--- src/sv/psrd_pkg.sv ---
// Shared types and constants for the paletted sprite run-length decoder.
// No dependencies.
`default_nettype none
package psrd_pkg;

  localparam int unsigned MAX_DIM_DEF       = 2048;
  localparam int unsigned PALETTE_DEPTH_DEF = 256;

  localparam int unsigned DIM_W     = 12;
  localparam int unsigned PAL_LEN_W = 9;
  localparam int unsigned BYTE_W    = 8;
  localparam int unsigned COLOR_W   = 24;
  localparam int unsigned PIX_IDX_W = 22;
  localparam int unsigned CFG_IDX_W = 2;

  localparam logic [BYTE_W-1:0] RUN_LIMIT = 8'd128;

  localparam logic FUNC_PAL  = 1'b0;
  localparam logic FUNC_DATA = 1'b1;

  localparam logic KIND_PIX  = 1'b0;
  localparam logic KIND_STAT = 1'b1;

  localparam logic [CFG_IDX_W-1:0] CFG_WIDTH   = 2'd0;
  localparam logic [CFG_IDX_W-1:0] CFG_HEIGHT  = 2'd1;
  localparam logic [CFG_IDX_W-1:0] CFG_PAL_LEN = 2'd2;

  typedef struct packed {
    logic pix;
    logic stat;
    logic ok;
  } res_flags_t;

endpackage
`default_nettype wire

--- src/sv/psrd_step.sv ---
// Per-byte decode step: next position and run count, and which results the byte causes.
// Depends on psrd_pkg.
`default_nettype none
module psrd_step
  import psrd_pkg::*;
#(
  parameter int unsigned PosW = 23
) (
  input  wire logic [PosW-1:0]      pos_i,
  input  wire logic [BYTE_W-1:0]    run_i,
  input  wire logic [PosW-1:0]      total_i,
  input  wire logic [PAL_LEN_W-1:0] pal_len_i,
  input  wire logic [BYTE_W-1:0]    byte_i,
  input  wire logic                 eof_i,
  output logic      [PosW-1:0]      pos_o,
  output logic      [BYTE_W-1:0]    run_o,
  output res_flags_t                flags_o
);

  logic [PosW:0]   skip_pos;
  logic [PosW-1:0] pos_mid;
  logic [BYTE_W-1:0] run_mid;
  logic            pix;

  always_comb begin
    skip_pos = {1'b0, pos_i} + (PosW+1)'(byte_i - RUN_LIMIT);
    pos_mid  = pos_i;
    run_mid  = run_i;
    pix      = 1'b0;
    if (pos_i < total_i) begin
      if (run_i == '0) begin
        if (byte_i <= RUN_LIMIT) begin
          run_mid = byte_i;
        end else if (skip_pos > {1'b0, total_i}) begin
          pos_mid = total_i;
        end else begin
          pos_mid = skip_pos[PosW-1:0];
        end
      end else begin
        pix     = ({1'b0, byte_i} < pal_len_i);
        pos_mid = pos_i + PosW'(1);
        run_mid = run_i - BYTE_W'(1);
      end
    end
  end

  always_comb begin
    flags_o.pix  = pix;
    flags_o.stat = eof_i;
    flags_o.ok   = (run_mid == '0);
    if (eof_i) begin
      pos_o = '0;
      run_o = '0;
    end else begin
      pos_o = pos_mid;
      run_o = run_mid;
    end
  end

endmodule
`default_nettype wire

--- config.mk ---
export PLATFORM = sky130hd
export DESIGN_NAME = psrd_step
export DESIGN_NICKNAME = d
export VERILOG_FILES = /design/src/sv/psrd_pkg.sv /design/src/sv/psrd_step.sv
export SDC_FILE = /design/constraint.sdc
export NUM_CORES = 1
export LEC_CHECK = 0
export BUFFER_PORTS_ARGS = -buffer_cell sky130_fd_sc_hd__buf_4
export CORE_MARGIN = 8
export CORE_UTILIZATION = 60
export DETAILED_ROUTE_END_ITERATION = 12
export PLACE_DENSITY_LB_ADDON = 0.08
export RECOVER_POWER = 25
export SYNTH_ARGS = -nofsm -noshare
export SYNTH_HDL_FRONTEND = slang
export SYNTH_SLANG_ARGS = --single-unit
--- constraint.sdc ---
create_clock -name vclk -period 11.05
set_input_delay 0.5525 -clock vclk [all_inputs]
set_output_delay 0.5525 -clock vclk [all_outputs]
set_load 0.05 [all_outputs]
==> flow_metrics.py <==
metrics = {
    "worst_setup_path": {
        "cp-startpoint": "byte_i[7]",
        "crit_top_cell": "a21oi_1",
        "crit_chain": "buf_4, inv_1, ha_1, a21oi_1, o21ai_0, a21oi_1, o21ai_0, a21oi_1, o21a_1, xnor2_1, inv_1, ha_1, a21oi_1, o21ai_0, a2111o_1, nor4_1, a211o_1, nand2_1, o311ai_1, buf_4",
        "slowest_stage": "inv_1",
        "end_kind": "output pin",
        "cp-start-kind": "input port",
        "critPathMaxStageDelay_ns": 0.57,
        "path_class": "input port to output pin",
        "crit_fanout": 21,
        "critPathArrivalTime_ns": 6.23,
        "cp.required_ns": 10.50,
    },
    "clocking": {
        "cts_setup_buffers": 0,
        "cts_resized": 0,
        "hold_buffers": 0,
    },
    "route": {
        "antenna_left": 0,
        "drt_wl_total_um": 18700,
        "via_per_inst": 7.21,
        "drc_errors": 0,
        "num_vias": 5923,
        "dr.pass1.iters": 7,
        "drt_iter0_markers": 676,
        "wl_per_cell_um": 22.7,
    },
    "logic_synthesis": {
        "syn_avg_cell_area_um2": 6.81,
        "synth.top_cell.area_share": 0.223,
        "synth_top_cells_by_area": "ha_1 (22%), a21oi_1 (7.0%), a21o_1 (5.0%), inv_1 (4.6%), nand2_1 (4.5%)",
        "synth_fp_nets": 793,
        "synth_warnings": 0,
        "synth_cell_types": 62,
        "syn_inst": 642,
        "yosys.area.top_type": "ha_1",
        "synth_area_um2": 4370,
        "ys_seq_area_frac": 0,
    },
    "power_and_ir_drop": {
        "power_density_nw_per_um2": 66.3,
        "cellLeakagePower_nw": 2.46,
        "peakVddDrop_mv": 0.0390,
    },
    "placement": {
        "gp_congestion": 0.992,
        "numPortBuffers": 106,
        "dp_hpwl_um": 14800,
        "pre_cts_ws_ns": 4.57,
    },
    "sta": {
        "fin_crit_ns": 6.78,
        "slew_headroom": -0.478,
        "hold_viol": 0,
        "whs_ns": 1.53,
        "period_share": 0.614,
        "fmax_mhz": 147,
        "setup_ws_ns": 4.27,
        "setup_viol": 0,
        "tns_ns": 0,
        "slew_violations": 52,
        "tightest_slew_ns": 2.19,
        "rsz0062_at_grt": "no",
    },
    "run_status": {
        "failed_checks": "capacitance limit, slew limit",
        "status": "finished, violations left",
    },
    "global_routing": {
        "grt_pass1_wl_um": 28600,
        "antenna_found_initial": 0,
        "grt_max_degree": 35,
        "globalRouteOverflowTotal": 0,
        "track_usage": 0.350,
        "grt_pass1_vias": 5537,
    },
    "floorplanning": {
        "die_h_um": 101,
        "dieArea_um2": 10300,
        "ios": 106,
        "die_x_um": 101,
        "rows": 31,
        "start_util": 0.612,
        "core_area_um2": 7140,
    },
    "cells_and_area": {
        "final_cell_mix": "buf_4 (106), ha_1 (78), a21oi_1 (61), inv_1 (53), nand2_1 (52)",
        "seq_cell_count": 0,
        "seq_area_um2": 0,
        "final_common_cell": "buf_4",
        "antennaDiodeCount": 0,
        "final_core_util": 0.724,
        "fin_nets": 875,
        "syn_to_final_growth_pct": 18.2,
        "clock_buffers": 0,
        "drive_gt1_frac": 0.163,
    },
    "worst_hold_path": {
        "whs_endpoint": "pos_o[21]",
        "hold_path.startpoint": "total_i[21]",
        "hold_path.class": "input port to output pin",
        "hold-path-cell-count": 4,
    },
    "job": {
        "cap_violations": 2,
    },
}
[cells in the mapped netlist (4+ instances only)]
cell,number
ha_1,78
a21oi_1,61
inv_1,53
nand2_1,52
nor2_1,37
nand3_1,30
a21o_1,29
clkbuf_1,25
nand4_1,24
o21ai_0,22
nor3_1,21
xnor2_1,16
or4_1,13
nor4_1,11
a31oi_1,10
o2111ai_1,10
o211ai_1,9
a211o_1,8
o21a_1,8
a211oi_1,7
a311o_1,7
a31o_1,7
and3_1,6
nand2b_1,6
o21ai_1,6
o221ai_1,6
and2_1,5
or3_1,5
xor2_1,5
a311oi_1,4
o31ai_1,4
[power by group]
group	total [mW]	leakage (nW)	switching (mW)	internal, mW
sequential	0	0	0	0
combinational	0.342	2.46	0.221	0.121
clock	0	0	0	0
[layer usage]
layer,wire (um),track usage
met1,7460,0.460
met3,2360,0.0646
met4,653,0.129
met5,0,0
met2,8180,0.553
[worst max-delay path by stage]
stage / end / slack [ns] / cells after the start
final: pos_o[10] / 4.27 / 20
after global routing: pos_o[10] / 4.08 / 20
after CTS: pos_o[10] / 4.57 / 20
after detailed placement: pos_o[10] / 4.57 / 20
after global placement: pos_o[10] / 4.84 / 20
after floorplan: pos_o[17] / 4.71 / 19
[critical path: cells and delay by family]
kind	cells	cell delay, ns
compound gates	11	2.92
xor+xnor	1	0.26
fa+ha+maj	2	0.70
buf+inv	4	1.06
simple gates	2	0.70
[stage by stage]
step	total power, mW	area (um^2)	cells
2_1_floorplan	0.222	4370	642
3_3_place_gp	0.319	5190	821
3_5_place_dp	0.328	5190	821
4_1_cts	0.330	5190	821
5_1_grt	0.364	5160	821
6_report	0.342	5160	821
[kinds of logic after synthesis]
kind of cell               share of synthesized area
AOI/OAI and AO/OA                              0.381
xor gates and xnor gates                      0.0458
adders and majority gates                      0.228
buffers and inverters                         0.0796
muxes                                        0.00687
and+or+nand+nor                                0.259
[cell type report]
type | count | area, um^2
Tap cell | 99 | 124
Inverter | 53 | 199
Fill cell | 640 | 1970
Multi-Input combinational cell | 557 | 4020
Timing Repair Buffer | 112 | 818
Power figures use the tool's default switching activity.
